===== src/sv/hvc_pkg.sv =====
// Shared types and constants for the HTTP header value capture block.
// Used by the controller, the datapath and the top level; no dependencies.
`timescale 1ns / 1ps
`default_nettype none

package hvc_pkg;

	// Parameter defaults.
	localparam int VALUE_MAX_DEF  = 64;
	localparam int NAME_BYTES_DEF = 24;

	// Fixed field and register widths.
	localparam int NameSlots     = 24;
	localparam int NameLenW      = 5;
	localparam int CfgWordW      = 64;
	localparam int CfgAddrW      = 2;
	localparam int ByteW         = 8;
	localparam int StatusW       = 2;
	localparam int OutDataW      = 16;

	localparam logic [NameLenW-1:0] NAME_LEN_RESET = 5'd22;

	// Configuration register indexes.
	localparam logic [CfgAddrW-1:0] CFG_WORD_LOW  = 2'd0;
	localparam logic [CfgAddrW-1:0] CFG_WORD_MID  = 2'd1;
	localparam logic [CfgAddrW-1:0] CFG_WORD_HIGH = 2'd2;
	localparam logic [CfgAddrW-1:0] CFG_NAME_LEN  = 2'd3;

	// Result status codes.
	localparam logic [StatusW-1:0] ST_ABSENT  = 2'd0;
	localparam logic [StatusW-1:0] ST_PRESENT = 2'd1;
	localparam logic [StatusW-1:0] ST_INVALID = 2'd2;

	// Special request bytes.
	localparam logic [ByteW-1:0] CH_NUL   = 8'h00;
	localparam logic [ByteW-1:0] CH_TAB   = 8'h09;
	localparam logic [ByteW-1:0] CH_LF    = 8'h0A;
	localparam logic [ByteW-1:0] CH_CR    = 8'h0D;
	localparam logic [ByteW-1:0] CH_SPACE = 8'h20;
	localparam logic [ByteW-1:0] CH_COLON = 8'h3A;

	// Commands from the controller to the datapath.
	typedef struct packed {
		logic take;      // parse the byte on the input channel
		logic replay;    // parse the held byte as line content
		logic clear;     // return the parse state to its reset value
		logic rd_en;     // read the value store
		logic rd_first;  // read at the current index instead of the next one
		logic load_out;  // load the output register
		logic next_idx;  // advance the result index
	} hvc_cmd_t;

	// Status from the datapath to the controller.
	typedef struct packed {
		logic need_replay; // the input byte needs a second content step
		logic out_last;    // the loaded result item closes the run
	} hvc_sts_t;

endpackage

`default_nettype wire


===== src/sv/hvc_ram.sv =====
// Generic single-write, single-read RAM with a registered read port.
// No dependencies.
`timescale 1ns / 1ps
`default_nettype none

module hvc_ram #(
	parameter int WIDTH = 8,
	parameter int DEPTH = 64
) (
	input  wire logic                     clk,
	input  wire logic                     wr_en,
	input  wire logic [$clog2(DEPTH)-1:0] wr_addr,
	input  wire logic [WIDTH-1:0]         wr_data,
	input  wire logic                     rd_en,
	input  wire logic [$clog2(DEPTH)-1:0] rd_addr,
	output logic      [WIDTH-1:0]         rd_data
);

	logic [WIDTH-1:0] mem_q [DEPTH];

	always_ff @(posedge clk) begin
		if (wr_en) begin
			mem_q[wr_addr] <= wr_data;
		end
		if (rd_en) begin
			rd_data <= mem_q[rd_addr];
		end
	end

endmodule

`default_nettype wire


===== src/sv/hvc_ctrl.sv =====
// Controller state machine: input parsing, the replay step and the result run.
// Depends on hvc_pkg for the command and status structs.
`timescale 1ns / 1ps
`default_nettype none

module hvc_ctrl
	import hvc_pkg::*;
(
	input  wire logic     clk,
	input  wire logic     arst_n,
	input  wire logic     in_valid,
	input  wire logic     in_last,
	output logic          in_ready,
	input  wire logic     out_ready,
	output logic          out_valid,
	input  wire hvc_sts_t sts,
	output hvc_cmd_t      cmd
);

	typedef enum logic [2:0] {
		S_RUN,
		S_REPLAY,
		S_EMIT_RD,
		S_EMIT_LD,
		S_EMIT_WAIT
	} state_t;

	state_t state_q;
	logic   held_last_q;

	assign in_ready = (state_q == S_RUN);

	always_comb begin
		cmd = '0;
		case (state_q)
			S_RUN: begin
				cmd.take = in_valid;
			end
			S_REPLAY: begin
				cmd.replay = 1'b1;
			end
			S_EMIT_RD: begin
				cmd.rd_en    = 1'b1;
				cmd.rd_first = 1'b1;
			end
			S_EMIT_LD: begin
				cmd.load_out = 1'b1;
			end
			S_EMIT_WAIT: begin
				// Prefetch the next entry so it is ready when this transfer completes.
				cmd.rd_en = 1'b1;
				if (out_ready) begin
					cmd.clear    = sts.out_last;
					cmd.next_idx = !sts.out_last;
				end
			end
			default: begin
				cmd = '0;
			end
		endcase
	end

	always_ff @(posedge clk or negedge arst_n) begin
		if (!arst_n) begin
			state_q     <= S_RUN;
			held_last_q <= 1'b0;
			out_valid   <= 1'b0;
		end else begin
			case (state_q)
				S_RUN: begin
					if (in_valid) begin
						held_last_q <= in_last;
						if (sts.need_replay) begin
							state_q <= S_REPLAY;
						end else if (in_last) begin
							state_q <= S_EMIT_RD;
						end
					end
				end
				S_REPLAY: begin
					state_q <= held_last_q ? S_EMIT_RD : S_RUN;
				end
				S_EMIT_RD: begin
					state_q <= S_EMIT_LD;
				end
				S_EMIT_LD: begin
					out_valid <= 1'b1;
					state_q   <= S_EMIT_WAIT;
				end
				S_EMIT_WAIT: begin
					if (out_ready) begin
						out_valid <= 1'b0;
						state_q   <= sts.out_last ? S_RUN : S_EMIT_LD;
					end
				end
				default: begin
					state_q <= S_RUN;
				end
			endcase
		end
	end

endmodule

`default_nettype wire


===== src/sv/hvc_dp.sv =====
// Datapath: configuration registers, header line parser, value store and
// output register. Depends on hvc_pkg and hvc_ram.
`timescale 1ns / 1ps
`default_nettype none

module hvc_dp
	import hvc_pkg::*;
#(
	parameter int VALUE_MAX  = VALUE_MAX_DEF,
	parameter int NAME_BYTES = NAME_BYTES_DEF
) (
	input  wire logic                clk,
	input  wire logic                arst_n,
	input  wire logic                cfg_we,
	input  wire logic [CfgAddrW-1:0] cfg_addr,
	input  wire logic [CfgWordW-1:0] cfg_data,
	input  wire logic [ByteW-1:0]    in_byte,
	input  wire hvc_cmd_t            cmd,
	output hvc_sts_t                 sts,
	output logic      [StatusW-1:0]  out_status,
	output logic      [ByteW-1:0]    out_byte,
	output logic                     out_last
);

	localparam int AddrW = $clog2(VALUE_MAX);
	localparam int LenW  = $clog2(VALUE_MAX + 1);

	typedef enum logic [2:0] {
		PH_LINE_START,
		PH_NAME,
		PH_BLANKS,
		PH_VALUE,
		PH_OTHER,
		PH_FOLDED,
		PH_STOPPED
	} phase_t;

	function automatic logic [ByteW-1:0] fold_lower(input logic [ByteW-1:0] b);
		if (b >= 8'h41 && b <= 8'h5A) begin
			return b + 8'h20;
		end
		return b;
	endfunction

	// Configuration.
	logic [CfgWordW-1:0] word_low_q, word_mid_q, word_high_q;
	logic [NameLenW-1:0] name_len_q;

	always_ff @(posedge clk or negedge arst_n) begin
		if (!arst_n) begin
			word_low_q  <= '0;
			word_mid_q  <= '0;
			word_high_q <= '0;
			name_len_q  <= NAME_LEN_RESET;
		end else if (cfg_we) begin
			case (cfg_addr)
				CFG_WORD_LOW:  word_low_q  <= cfg_data;
				CFG_WORD_MID:  word_mid_q  <= cfg_data;
				CFG_WORD_HIGH: word_high_q <= cfg_data;
				CFG_NAME_LEN:  name_len_q  <= cfg_data[NameLenW-1:0];
				default: ;
			endcase
		end
	end

	logic [ByteW-1:0]    name_tab [NameSlots];
	logic [NameLenW-1:0] eff_len;

	always_comb begin
		for (int i = 0; i < 8; i++) begin
			name_tab[i]      = word_low_q[i*8 +: 8];
			name_tab[i + 8]  = word_mid_q[i*8 +: 8];
			name_tab[i + 16] = word_high_q[i*8 +: 8];
		end
	end

	assign eff_len = (name_len_q > NameLenW'(NAME_BYTES)) ? NameLenW'(NAME_BYTES) : name_len_q;

	// Parse state.
	phase_t              phase_q, phase_d;
	logic [NameLenW-1:0] pos_q, pos_d;
	logic                crp_q, crp_d;
	logic                after_q, after_d;
	logic [StatusW-1:0]  status_q, status_d;
	logic [LenW-1:0]     vlen_q, vlen_d;
	logic [LenW-1:0]     pend_q, pend_d;
	logic [AddrW-1:0]    idx_q;
	logic [ByteW-1:0]    held_q;

	logic             do_content, do_line_end, blank, name_hit, pos_lt, store;
	logic [ByteW-1:0] cbyte;
	logic             wr_en;
	logic [ByteW-1:0] rd_data;
	logic [AddrW-1:0] rd_addr;
	logic             present, idx_last;

	// A CR followed by a byte other than LF, CR or NUL yields two content bytes;
	// the second one is parsed from the hold register in the next cycle.
	assign sts.need_replay = (phase_q != PH_STOPPED) && crp_q && (in_byte != CH_NUL) &&
		(in_byte != CH_LF) && (in_byte != CH_CR);

	assign blank    = (cbyte == CH_SPACE) || (cbyte == CH_TAB);
	assign name_hit = fold_lower(cbyte) == fold_lower(name_tab[pos_q]);
	assign pos_lt   = pos_q < eff_len;

	always_comb begin
		phase_d     = phase_q;
		pos_d       = pos_q;
		crp_d       = crp_q;
		after_d     = after_q;
		status_d    = status_q;
		vlen_d      = vlen_q;
		pend_d      = pend_q;
		do_content  = 1'b0;
		do_line_end = 1'b0;
		cbyte       = held_q;
		store       = 1'b0;

		if (cmd.replay) begin
			do_content = 1'b1;
		end else if (cmd.take && phase_q != PH_STOPPED) begin
			if (in_byte == CH_NUL) begin
				phase_d = PH_STOPPED;
			end else if (crp_q) begin
				if (in_byte == CH_LF) begin
					crp_d       = 1'b0;
					do_line_end = 1'b1;
				end else begin
					do_content = 1'b1;
					cbyte      = CH_CR;
					if (in_byte != CH_CR) begin
						crp_d = 1'b0;
					end
				end
			end else if (in_byte == CH_CR) begin
				crp_d = 1'b1;
			end else begin
				do_content = 1'b1;
				cbyte      = in_byte;
			end
		end

		if (do_content) begin
			case (phase_q)
				PH_LINE_START, PH_NAME: begin
					if (phase_q == PH_LINE_START && after_q && blank) begin
						phase_d = PH_FOLDED;
					end else begin
						phase_d = PH_NAME;
						if (pos_lt) begin
							if (name_hit) begin
								pos_d = pos_q + NameLenW'(1);
							end else begin
								phase_d = PH_OTHER;
							end
						end else begin
							phase_d = (cbyte == CH_COLON) ? PH_BLANKS : PH_OTHER;
						end
					end
				end
				PH_BLANKS: begin
					if (!blank) begin
						store   = 1'b1;
						phase_d = PH_VALUE;
					end
				end
				PH_VALUE: begin
					store = 1'b1;
				end
				default: ;
			endcase
		end

		if (store && pend_q < LenW'(VALUE_MAX)) begin
			pend_d = pend_q + LenW'(1);
		end

		if (do_line_end) begin
			case (phase_q)
				PH_LINE_START: begin
					phase_d = PH_STOPPED;
				end
				PH_FOLDED: begin
					status_d = ST_INVALID;
					vlen_d   = '0;
					phase_d  = PH_STOPPED;
				end
				PH_BLANKS, PH_VALUE: begin
					if (status_q != ST_ABSENT || pend_q == '0 || pend_q >= LenW'(VALUE_MAX)) begin
						status_d = ST_INVALID;
						vlen_d   = '0;
						phase_d  = PH_STOPPED;
					end else begin
						status_d = ST_PRESENT;
						vlen_d   = pend_q;
						after_d  = 1'b1;
						phase_d  = PH_LINE_START;
						pos_d    = '0;
						pend_d   = '0;
					end
				end
				default: begin
					after_d = 1'b0;
					phase_d = PH_LINE_START;
					pos_d   = '0;
					pend_d  = '0;
				end
			endcase
		end

		if (cmd.clear) begin
			phase_d  = PH_LINE_START;
			pos_d    = '0;
			crp_d    = 1'b0;
			after_d  = 1'b0;
			status_d = ST_ABSENT;
			vlen_d   = '0;
			pend_d   = '0;
		end
	end

	always_ff @(posedge clk or negedge arst_n) begin
		if (!arst_n) begin
			phase_q  <= PH_LINE_START;
			pos_q    <= '0;
			crp_q    <= 1'b0;
			after_q  <= 1'b0;
			status_q <= ST_ABSENT;
			vlen_q   <= '0;
			pend_q   <= '0;
			idx_q    <= '0;
		end else begin
			phase_q  <= phase_d;
			pos_q    <= pos_d;
			crp_q    <= crp_d;
			after_q  <= after_d;
			status_q <= status_d;
			vlen_q   <= vlen_d;
			pend_q   <= pend_d;
			if (cmd.clear) begin
				idx_q <= '0;
			end else if (cmd.next_idx) begin
				idx_q <= idx_q + AddrW'(1);
			end
		end
	end

	always_ff @(posedge clk) begin
		if (cmd.take) begin
			held_q <= in_byte;
		end
	end

	// Value store.
	assign wr_en   = store && (pend_q < LenW'(VALUE_MAX));
	assign rd_addr = cmd.rd_first ? idx_q : idx_q + AddrW'(1);

	hvc_ram #(
		.WIDTH(ByteW),
		.DEPTH(VALUE_MAX)
	) u_value_ram (
		.clk    (clk),
		.wr_en  (wr_en),
		.wr_addr(pend_q[AddrW-1:0]),
		.wr_data(cbyte),
		.rd_en  (cmd.rd_en),
		.rd_addr(rd_addr),
		.rd_data(rd_data)
	);

	// Output register.
	assign present  = (status_q == ST_PRESENT);
	assign idx_last = (LenW'(idx_q) + LenW'(1)) == vlen_q;

	always_ff @(posedge clk) begin
		if (cmd.load_out) begin
			out_status <= status_q;
			out_byte   <= present ? rd_data : '0;
			out_last   <= !present || idx_last;
		end
	end

	assign sts.out_last = out_last;

endmodule

`default_nettype wire


===== src/sv/http_header_value_capture_top.sv =====
// HTTP header value capture, top level: stream channels and configuration port.
// Depends on hvc_pkg, hvc_ctrl, hvc_dp and hvc_ram.
//
// Usage: request bytes enter on the s_axis channel, one byte per transfer, with
// s_axis_tlast on the final byte of a request. Header lines end in CR LF; the
// line whose name equals the configured name (case-insensitive) followed by a
// colon supplies the value. The cfg channel writes the three name words and
// the name length by index; write it only while no request is in progress.
// Throughput: one request byte per cycle, except that after a CR followed by an
// ordinary byte the input stalls while the second content byte is replayed
// from a hold register into the single write port of the value store.
// After the last byte (and any replay step), the result run appears on m_axis:
// the value store is read in S_EMIT_RD and the output register loaded in
// S_EMIT_LD; while an item waits, the registered read of the value store
// prefetches the next entry. A found header gives one item per value
// byte with status present; otherwise a single item carries the status.
// No input is taken during the run; when the receiver stalls, the item holds
// on m_axis and the block waits. Reset clears the parse state and loads the
// default configuration (name length 22); the value store needs no clearing.
`timescale 1ns / 1ps
`default_nettype none

module http_header_value_capture_top
	import hvc_pkg::*;
#(
	parameter int VALUE_MAX  = VALUE_MAX_DEF,
	parameter int NAME_BYTES = NAME_BYTES_DEF
) (
	input  wire logic                clk,
	input  wire logic                arst_n,
	// Configuration write channel.
	input  wire logic                cfg_valid,
	output logic                     cfg_ready,
	input  wire logic [CfgAddrW-1:0] cfg_addr,
	input  wire logic [CfgWordW-1:0] cfg_data,
	// Request bytes.
	input  wire logic                s_axis_tvalid,
	output logic                     s_axis_tready,
	input  wire logic [ByteW-1:0]    s_axis_tdata,  // [7:0] data_byte
	input  wire logic                s_axis_tlast,  // last_of_request
	// Result items.
	output logic                     m_axis_tvalid,
	input  wire logic                m_axis_tready,
	output logic      [OutDataW-1:0] m_axis_tdata,  // [1:0] status, [9:2] value_byte
	output logic                     m_axis_tlast   // last
);

	hvc_cmd_t           cmd;
	hvc_sts_t           sts;
	logic [StatusW-1:0] out_status;
	logic [ByteW-1:0]   out_byte;

	assign cfg_ready = 1'b1;

	hvc_ctrl u_ctrl (
		.clk      (clk),
		.arst_n   (arst_n),
		.in_valid (s_axis_tvalid),
		.in_last  (s_axis_tlast),
		.in_ready (s_axis_tready),
		.out_ready(m_axis_tready),
		.out_valid(m_axis_tvalid),
		.sts      (sts),
		.cmd      (cmd)
	);

	hvc_dp #(
		.VALUE_MAX (VALUE_MAX),
		.NAME_BYTES(NAME_BYTES)
	) u_dp (
		.clk       (clk),
		.arst_n    (arst_n),
		.cfg_we    (cfg_valid && cfg_ready),
		.cfg_addr  (cfg_addr),
		.cfg_data  (cfg_data),
		.in_byte   (s_axis_tdata),
		.cmd       (cmd),
		.sts       (sts),
		.out_status(out_status),
		.out_byte  (out_byte),
		.out_last  (m_axis_tlast)
	);

	assign m_axis_tdata = {(OutDataW - ByteW - StatusW)'(0), out_byte, out_status};

	// The input side stays closed while a result item is offered.
	a_no_input_during_run: assert property (@(posedge clk) disable iff (!arst_n)
		m_axis_tvalid |-> !s_axis_tready)
		else $error("input ready while a result item is pending");

	// The final byte of a request closes the input side on the next cycle.
	a_closed_after_last: assert property (@(posedge clk) disable iff (!arst_n)
		(s_axis_tvalid && s_axis_tready && s_axis_tlast) |=> !s_axis_tready)
		else $error("input still ready after the last byte of a request");

	// A run without a value is a single item with a zero value byte.
	a_single_status_item: assert property (@(posedge clk) disable iff (!arst_n)
		(m_axis_tvalid && m_axis_tdata[1:0] != ST_PRESENT) |->
		(m_axis_tlast && m_axis_tdata[9:2] == '0))
		else $error("status item without a value is malformed");

endmodule

`default_nettype wire

===== config.mk =====
export PLATFORM = sky130hd
export DESIGN_NAME = http_header_value_capture_top
export DESIGN_NICKNAME = d
export VERILOG_FILES = /design/src/sv/hvc_pkg.sv /design/src/sv/hvc_ram.sv /design/src/sv/hvc_ctrl.sv /design/src/sv/hvc_dp.sv /design/src/sv/http_header_value_capture_top.sv
export SDC_FILE = /design/constraint.sdc
export NUM_CORES = 1
export LEC_CHECK = 0
export BUFFER_PORTS_ARGS = -buffer_cell sky130_fd_sc_hd__buf_2
export CAP_MARGIN = 10
export CORE_MARGIN = 5
export CORE_UTILIZATION = 55
export CTS_BUF_LIST = sky130_fd_sc_hd__clkbuf_8
export CTS_CLUSTER_DIAMETER = 120
export DETAILED_ROUTE_END_ITERATION = 10
export GPL_ROUTABILITY_DRIVEN = 0
export GPL_TIMING_DRIVEN = 1
export HOLD_SLACK_MARGIN = 0.12
export PLACE_DENSITY = 0.81
export SLEW_MARGIN = 20
export SYNTH_ARGS = -nofsm -noshare
export SYNTH_HDL_FRONTEND = slang
export SYNTH_SLANG_ARGS = --single-unit

===== constraint.sdc =====
create_clock -name clk -period 7.9 [get_ports clk]
set_clock_uncertainty 0.15 [all_clocks]
set_input_delay 1.185 -clock clk [delete_from_list [all_inputs] [get_ports clk]]
set_output_delay 1.185 -clock clk [all_outputs]
set_load 0.02 [all_outputs]

==> results.txt, run 1 <==
- Sequential element share of the synthesized area: a little under 70%
- The commonest cells after synthesis are 539 x edfxtp_1, 231 x dfrtp_1, 199 x mux2_2, 199 x mux4_2, 110 x nor2_1.
- For the worst flop-to-flop path, the logic depth is 13.
* Cell with the most instances after synthesis: edfxtp_1
* EDFF count, synth: 539
* I/O pin count: 100
* Uppermost routed layer: met5
- Maximum fanout along the worst path: 67
- The first detailed-routing pass took 5 iterations.
- At the pin with the least slew margin, the transition time is 1.09 ns.
- Start-to-end type of the worst setup path: in -> reg
* Initial antenna violation count: 14
- At the worst endpoint, the arrival time is slightly below 6 ns.
- Count of standard-cell rows: 89
* Final period demand of the worst path: roughly 5.7 ns
- Proportion of netlist area held by the largest area contributor: roughly 50%
* Final antenna-violating net count: 0
- The clock network accounts for around a quarter of the total power.
- Net switching component of the power: between 3000 and 4000 uW
* Internal power: 8400 uW
- TritonCTS built the clock tree.
- Count of port buffers added during placement: 92
* Setup-violating endpoint count in the final report: 0
- Total wirelength of the detailed-routed design: about 72,000 um
* Most area-consuming cells after synthesis: edfxtp_1 50%, dfrtp_1 18%, mux4_2 14%
- Peak VDD IR: roughly 0.37 mV
- CTS Buffer Depth: 3
* CTS Root Cell: clkbuf_8
- The worst pin sits at a relative slew slack of 27.3%.
* Combinational fraction of design power: 31.4%
- TritonCTS Buffers: around 120
- Setup repair after global routing left no endpoint under its margin.
- In this run, flip-flops and latches consume ~43% of the power.
* Final worst path period share: ~72%
- Vias in the first global route: 18,000
- Die height: 253 um
* Run status: finished clean
- The floorplan step defined a core boundary enclosing 58,700 sq um.
- CTS saw 773 sinks.
* Number of gates given a new drive strength after cts: 0
* Pins over their slew limit: 0
- Global-route usage over all layers: 22.6%
- The cell area that synthesis handed to floorplanning was roughly 32,000 sq um.
- From synthesis to final layout, the design area changed by 11.2%.
* Pwr Density: between 300 and 400 nW/um^2
- The tool flagged a number of max-cap violations equal to 0.
* Beginning of the worst register-to-register path: u_ctrl.state_q[2]
- For this run, design rule violations remaining after detail routing come to 0.
- Final hold violation count: 0
* Required time at the endpoint of the critical path: slightly above 8 ns
- #FFs+latches synth: around 770
- Kind of path behind the tightest hold check: in -> async
* Number of H-tree levels: 3
- Reg2Reg Setup Slack: ~2.5 ns
* Routed length on met1: roughly 27,000 um
- Switching portion of total power: approximately 31%
- Counting distinct cell types in the post-synthesis netlist gives between 70 and 80.
- Entering global routing, the biggest net connects between 100 and 150 pins.
* Die footprint: approximately 64,000 sq um
- GR Overflow Total: 0
- Of all cell types, the one taking the most synthesized area is edfxtp_1.
* CP Launch Type: primary input
- Cells after Synth: 1,778
* Met2 wire len: roughly 37,000 um
- First-pass GRT wire length: ~110,000 um
- Fraction of layout cells with a size suffix above 1: a little over a third
- Hold-fix buffers, CTS: 0
- Share of synthesized flip-flops with an asynchronous set or reset: roughly 30%
- Final net count: about 2,000
- Across all layers, the routed design uses approximately 17,000 vias.
- Vias per inst: around 6.2
- Clock-pin slew was measured on the worst setup and hold paths at around 0.070 ns.
- After synthesis, the mean cell area works out to ~18 sq um.
* Routed len/inst: between 20 and 30 um
* P_leak: roughly 0.013 uW
* Post-CTS Setup Bufs: 0
- The wire-length estimate of the detail-placed layout is between 40,000 and 50,000 um.
* Initial standard-cell utilization of the core: a little under three fifths
- STA classifies the critical path endpoint as a register.
- Most used DFF post-synth: edfxtp_1
- Number of DRC markers in iteration 0: 1,547
- Clk_lat worst skew: 0.76 ns
- Summing internal, switching and leakage power gives between 10,000 and 15,000 uW.
- The die is approximately 250 um wide.
- For the final routed database, the setup TNS stands at 0 ns.
- Wire segments on met3 add up to about 6400 um in the final route.
- For this run, the number of Yosys warnings is 0.
* Critical R2R Capture: u_dp.u_value_ram.mem_q[39][7]
- Based on the critical path, the design can be clocked at up to about 180 MHz.
[power groups by stage]
stage               clock, uW  combinational (uW)  sequential [uW]
floorplan                   0                2710             5170
global placement            0                3700             5220
detailed placement          0                3780             5230
CTS                      3220                3810             5150
global route             3410                4040             5190
finish                   3170                3820             5160
[metrics by stage]
stage / instance area, sq um / hold WS (ns) / setup WS, ns / util (%) / instances
6_report: 36000 / 0.314 / 2.22 / 61.3 / 2790
5_1_grt: 36000 / 0.364 / 2.01 / 61.3 / 2786
2_1_floorplan: 32400 / 0.296 / 1.56 / - / 1783
3_5_place_dp: 33600 / 0.335 / 1.49 / 57.3 / 2566
4_1_cts: 35900 / 0.351 / 2.29 / 61.2 / 2783
3_3_place_gp: 33600 / 0.316 / 1.66 / 57.3 / 2566
[state kept, by name, summed over array words and instances (netlist names), 5 cells and up]
signal / count
u_dp.pos_q: 5
u_dp.word_mid_q: 64
u_dp.u_value_ram.mem_q: 512
u_dp.held_q: 8
u_dp.u_value_ram.rd_data: 8
u_dp.idx_q: 6
u_dp.out_byte: 8
u_dp.vlen_q: 7
u_dp.pend_q: 7
u_dp.name_len_q: 5
u_dp.word_high_q: 64
u_dp.word_low_q: 64
[worst max-delay path, stage by stage]
cell       delay (ns)
buf_2            0.12
or4_4            0.53
or4b_4           0.54
a31oi_1          0.35
nor2_4           0.04
buf_4            0.36
nand3_1          0.22
a2111oi_0        0.13
or3_1            0.46
nor2_1           0.29
nand3_1          0.77
nor2_1           0.87
[area by class of cell]
| type | instances | area [sq um] |
|---|---|---|
| diodes | 6 | 15.0 |
| inverters | 19 | 71.3 |
| fillers | 3969 | 22700 |
| multi-input cells | 888 | 9900 |
| repair buffers | 114 | 681 |
| clock inverters | 88 | 513 |
| clock buffers | 129 | 1780 |
| well taps | 773 | 967 |
| flip-flops and latches | 773 | 22000 |
[cells by family after synthesis]
kind of cell / synth area share (%)
flip-flops: 68.1
buffers and inverters: 1.63
XOR/XNOR: 0.650
other: 0.0232
AO/OA/AOI/OAI: 2.87
multiplexers: 22.1
adder cells (fa/ha/maj): 0.387
AND/OR/NAND/NOR: 4.19
[cell usage in the layout (no fill, tap or decap), drive strengths merged, types with 31 or more instances in the layout]
master	count
mux2i	43
inv	77
dfrtp	231
nand2	52
nand3	31
buf	114
a21oi	31
edfxtp	539
mux4	199
mux2	199
nor2	110
clkbuf	129
[layer usage]
metal / GRT usage (%) / up-vias
li1: - / 7359
met1: 28.7 / 8958
met2: 37.8 / 836
met3: 6.13 / 163
met4: 8.44 / 12
met5: 0 / -
[how the worst max path moves through the flow]
stage                                from                       endpoint  slack (ns)
after floorplan           s_axis_tdata[4]  u_dp.u_value_ram.mem_q[63][0]        1.56
after global placement    s_axis_tdata[4]  u_dp.u_value_ram.mem_q[23][1]        1.66
after detailed placement  s_axis_tdata[4]  u_dp.u_value_ram.mem_q[39][1]        1.49
after CTS                 s_axis_tdata[4]  u_dp.u_value_ram.mem_q[39][2]        2.29
after global routing      s_axis_tdata[4]  u_dp.u_value_ram.mem_q[39][3]        2.01
final                     s_axis_tdata[4]  u_dp.u_value_ram.mem_q[39][7]        2.22
Note: power is estimated with default switching activity, not from simulation.
==> run 2: changes to the inputs <==
PLACE_DENSITY = 0.84   (was 0.81)
clock period = 4.98 ns   (was 7.9 ns; I/O delays follow)
==> results.txt, run 2 (synthesis results as in run 1) <==
- Run status: finished clean (unchanged).
* Tightest Pin Transition: 0.941 ns (was 1.09 ns)
- Critical path's largest stage delay: 0.65 ns (was 0.87 ns)
- HPWL reported at the end of detailed placement: 47,300 um (was 45,000 um)
- Post-route design area: 36,800 sq um (was 36,000 sq um)
- The wire length of the first global-routing pass is 117,000 um (was 109,000 um).
- The switching share of total power was 31.2% (was 30.9%).
* Leading cell types in the layout, fill and taps excluded: 539 x edfxtp_1, 230 x dfrtp_1, 199 x mux4_2, 199 x mux2_2, 132 x clkbuf_8 (was 539 x edfxtp_1, 230 x dfrtp_1, 199 x mux4_2, 199 x mux2_2, 129 x clkbuf_8)
- Number of buffer and inverter instances along the worst setup path: 4 (was 2)
- The number of buffers inserted by port buffering was 92 (unchanged).
- Vias in the first global route: 18,600 (was 18,000)
- The layout net count came to 2,077 (was 2,002).
- Clk_lat worst skew: 0.74 ns (was 0.76 ns)
* Vias per inst: 6.33 (was 6.21)
* CTS Buffer Depth: 3 (unchanged)
- The maximum number of pins on one net before global-route repair was 110 (was 129).
- Cells along the critical path: dlygate4sd3_1, buf_2, nor4_2, nand3_1, a32oi_1, nor2_1, a21oi_1, inv_2, or3_1, a2111oi_1, or3_1, nor2_1, nand3_1, buf_4, nor2_1 (was buf_2, or4_4, or4b_4, a31oi_1, nor2_4, buf_4, nand3_1, a2111oi_0, or3_1, nor2_1, nand3_1, nor2_1)
- The instance area after placement is 33,800 sq um (was 33,600 sq um).
- Die Wd: 253 um (unchanged)
- The area of the core came to 58,700 sq um (unchanged).
- FMAX: ~210 MHz
- The row count was 89 (unchanged).
- The number of ports placed on the die boundary came to 100 (unchanged).
- TritonCTS Buffers: 114 (was 116)
* Kind of path behind the tightest hold check: in -> reg (was in -> async)
* CP Launch Type: primary input (unchanged)
* Slowest stage cell, crit path: a2111oi_1 (was nor2_1)
* Total area of sequential cells: 22,000 sq um (unchanged)
- The clock group share of total power came to 26.1% (about the same).
- CTS Root Cell: clkbuf_8 (unchanged)
* Slew margin rel.: 37.2% (was 27.3%)
- The net switching component of the power is 6070 uW (was 3750 uW).
* Worst Path Arrival: 5.13 ns (was 5.90 ns)
- The clock tree from TritonCTS is done (unchanged).
* Clock transition at the registers of the reported paths: 0.06 ns (was 0.07 ns)
* Total Power: 19,400 uW (was 12,100 uW)
* Commonest non-fill, non-tap cell in the layout: edfxtp_1 (unchanged)
- The number of antenna-violating nets in the routed design came to 0 (unchanged).
* Routed len/inst: 26.7 um (was 25.9 um)
- The area of the die is 63,800 sq um (unchanged).
- Number of H-tree levels: 3 (unchanged)
* Area of combinational cells with multiple inputs: 9950 sq um (was 9900 sq um)
- The largest vdd supply drop is 0.629 mV (was 0.372 mV).
- Pins over their slew limit: 0 (unchanged)
* GR Overflow Total: 0 (unchanged)
- Drt drc: 0 (unchanged)
* Fraction of layout cells with a size suffix above 1: 35.8% (was 34.9%)
- Final hold violation count: 0 (unchanged)
* Global-route usage over all layers: 24.3% (was 22.6%)
- The setup violation total in the final timing report was 0 (unchanged).
* Initial DRT Pass Iterations: 6 (was 5)
- Layout fillers: 3,768 (was 3,969)
* Internal power: 13,400 uW (was 8400 uW)
- The combinational cell fraction of total power is 31.8% (was 31.4%).
* Maximum fanout along the worst path: 8 (was 67)
* Crit end category: register (unchanged)
- Initial antenna violation count: 6 (was 14)
- The critical path class is in -> reg (unchanged).
- The top register by number of flip-flops was u_dp.u_value_ram.mem_q (unchanged).
- The number of vias in the routed layout came to 18,100 (was 17,300).
- The smallest clock period supported by the final layout is computed as around 4.8 ns.
- The count of max-cap constraint violations came to 0 (unchanged).
- The flip-flop count of the largest register after layout is 512 (unchanged).
- P_leak: 0.0131 uW (was 0.0128 uW)
- The overall routed net length was 76,400 um (was 72,300 um).
* Initial standard-cell utilization of the core: 55.1% (unchanged)
- Pwr Density: 528 nW/um^2 (was 338 nW/um^2)
- The kind of cell with the highest combined delay on the critical path is simple AND/OR/NAND/NOR gates (unchanged).
- Number of DRC markers in iteration 0: 1,998 (was 1,547)
- The final standard cell utilization of the core was 62.7% (was 61.3%).
* Required time at the endpoint of the critical path: 5.28 ns (was 8.12 ns)
- Final worst path period share: between 90% and 100%
* Sequential cell fraction of total power: 42.1% (was 42.5%)
- The growth of design area from synthesis to finish came to 13.7% (was 11.2%).
- The number of sinks handled by clock tree synthesis was 773 (unchanged).
* Die height: 253 um (unchanged)
- The most numerous cell type found on the critical path is nor2_1.
==> run 2: metrics by stage <==
step / cells / setup WS [ns] / TNS (ns) / hold slack, ns
2_1_floorplan: 1783 / 0.00221 / 0 / 0.296
3_3_place_gp: 2583 / 0.0313 / 0 / 0.324
3_5_place_dp: 2583 / -0.118 / -3.07 / 0.337
4_1_cts: 2857 / 0.106 / 0 / 0.120
5_1_grt: 2857 / -0.0204 / -0.140 / 0.127
6_report: 2862 / 0.157 / 0 / 0.170
==> run 2: routing by layer <==
metal  global-route usage [%]  share of wire, %
met5                        0             0.014
met4                     7.89               3.3
met3                     5.17               8.7
met2                     40.6                51
met1                     32.3                37
==> run 2: layout make-up <==
class,count,share of cell area (%)
Timing Repair Buffer,191,3.95
Antenna cell,5,0.0340
Sequential cell,773,59.9
Clock inverter,81,1.28
Inverter,19,0.194
Clock buffer,132,4.94
Multi-Input combinational cell,888,27.0
Tap cell,773,2.63
==> run 2: final timing paths <==
| kind | start | end | slack [ns] | cells past startpoint |
|---|---|---|---|---|
| min in group asynchronous | arst_n | u_dp.idx_q[5] | 0.51 | 2 |
| worst min register to register | u_ctrl.out_valid | u_ctrl.out_valid | 0.35 | 2 |
| worst min-delay path | cfg_data[49] | u_dp.word_high_q[49] | 0.17 | 2 |
| worst max-delay path | s_axis_tdata[4] | u_dp.u_value_ram.mem_q[13][7] | 0.16 | 15 |
| worst max register to register | u_ctrl.state_q[2] | u_dp.u_value_ram.mem_q[13][7] | 0.24 | 14 |
| max in group asynchronous | arst_n | u_dp.word_mid_q[62] | 2.93 | 3 |
==> run 2: timing repair <==
item | CTS | global route
setup endpoints to repair | 0 | 514
buffers inserted | 0 | 0
resized for setup | 0 | 16
hold buffers | 61 | 0
hold endpoints to repair | 253 | 0
==> run 2: power by group through the flow <==
| stage | combinational [uW] | clock (uW) | sequential (uW) |
|---|---|---|---|
| after global routing | 6550 | 5470 | 8230 |
| final | 6180 | 5070 | 8180 |
| after global placement | 5950 | 0 | 8270 |
| after detailed placement | 6160 | 0 | 8300 |
| after floorplan | 4310 | 0 | 8180 |
| after CTS | 6220 | 5130 | 8170 |
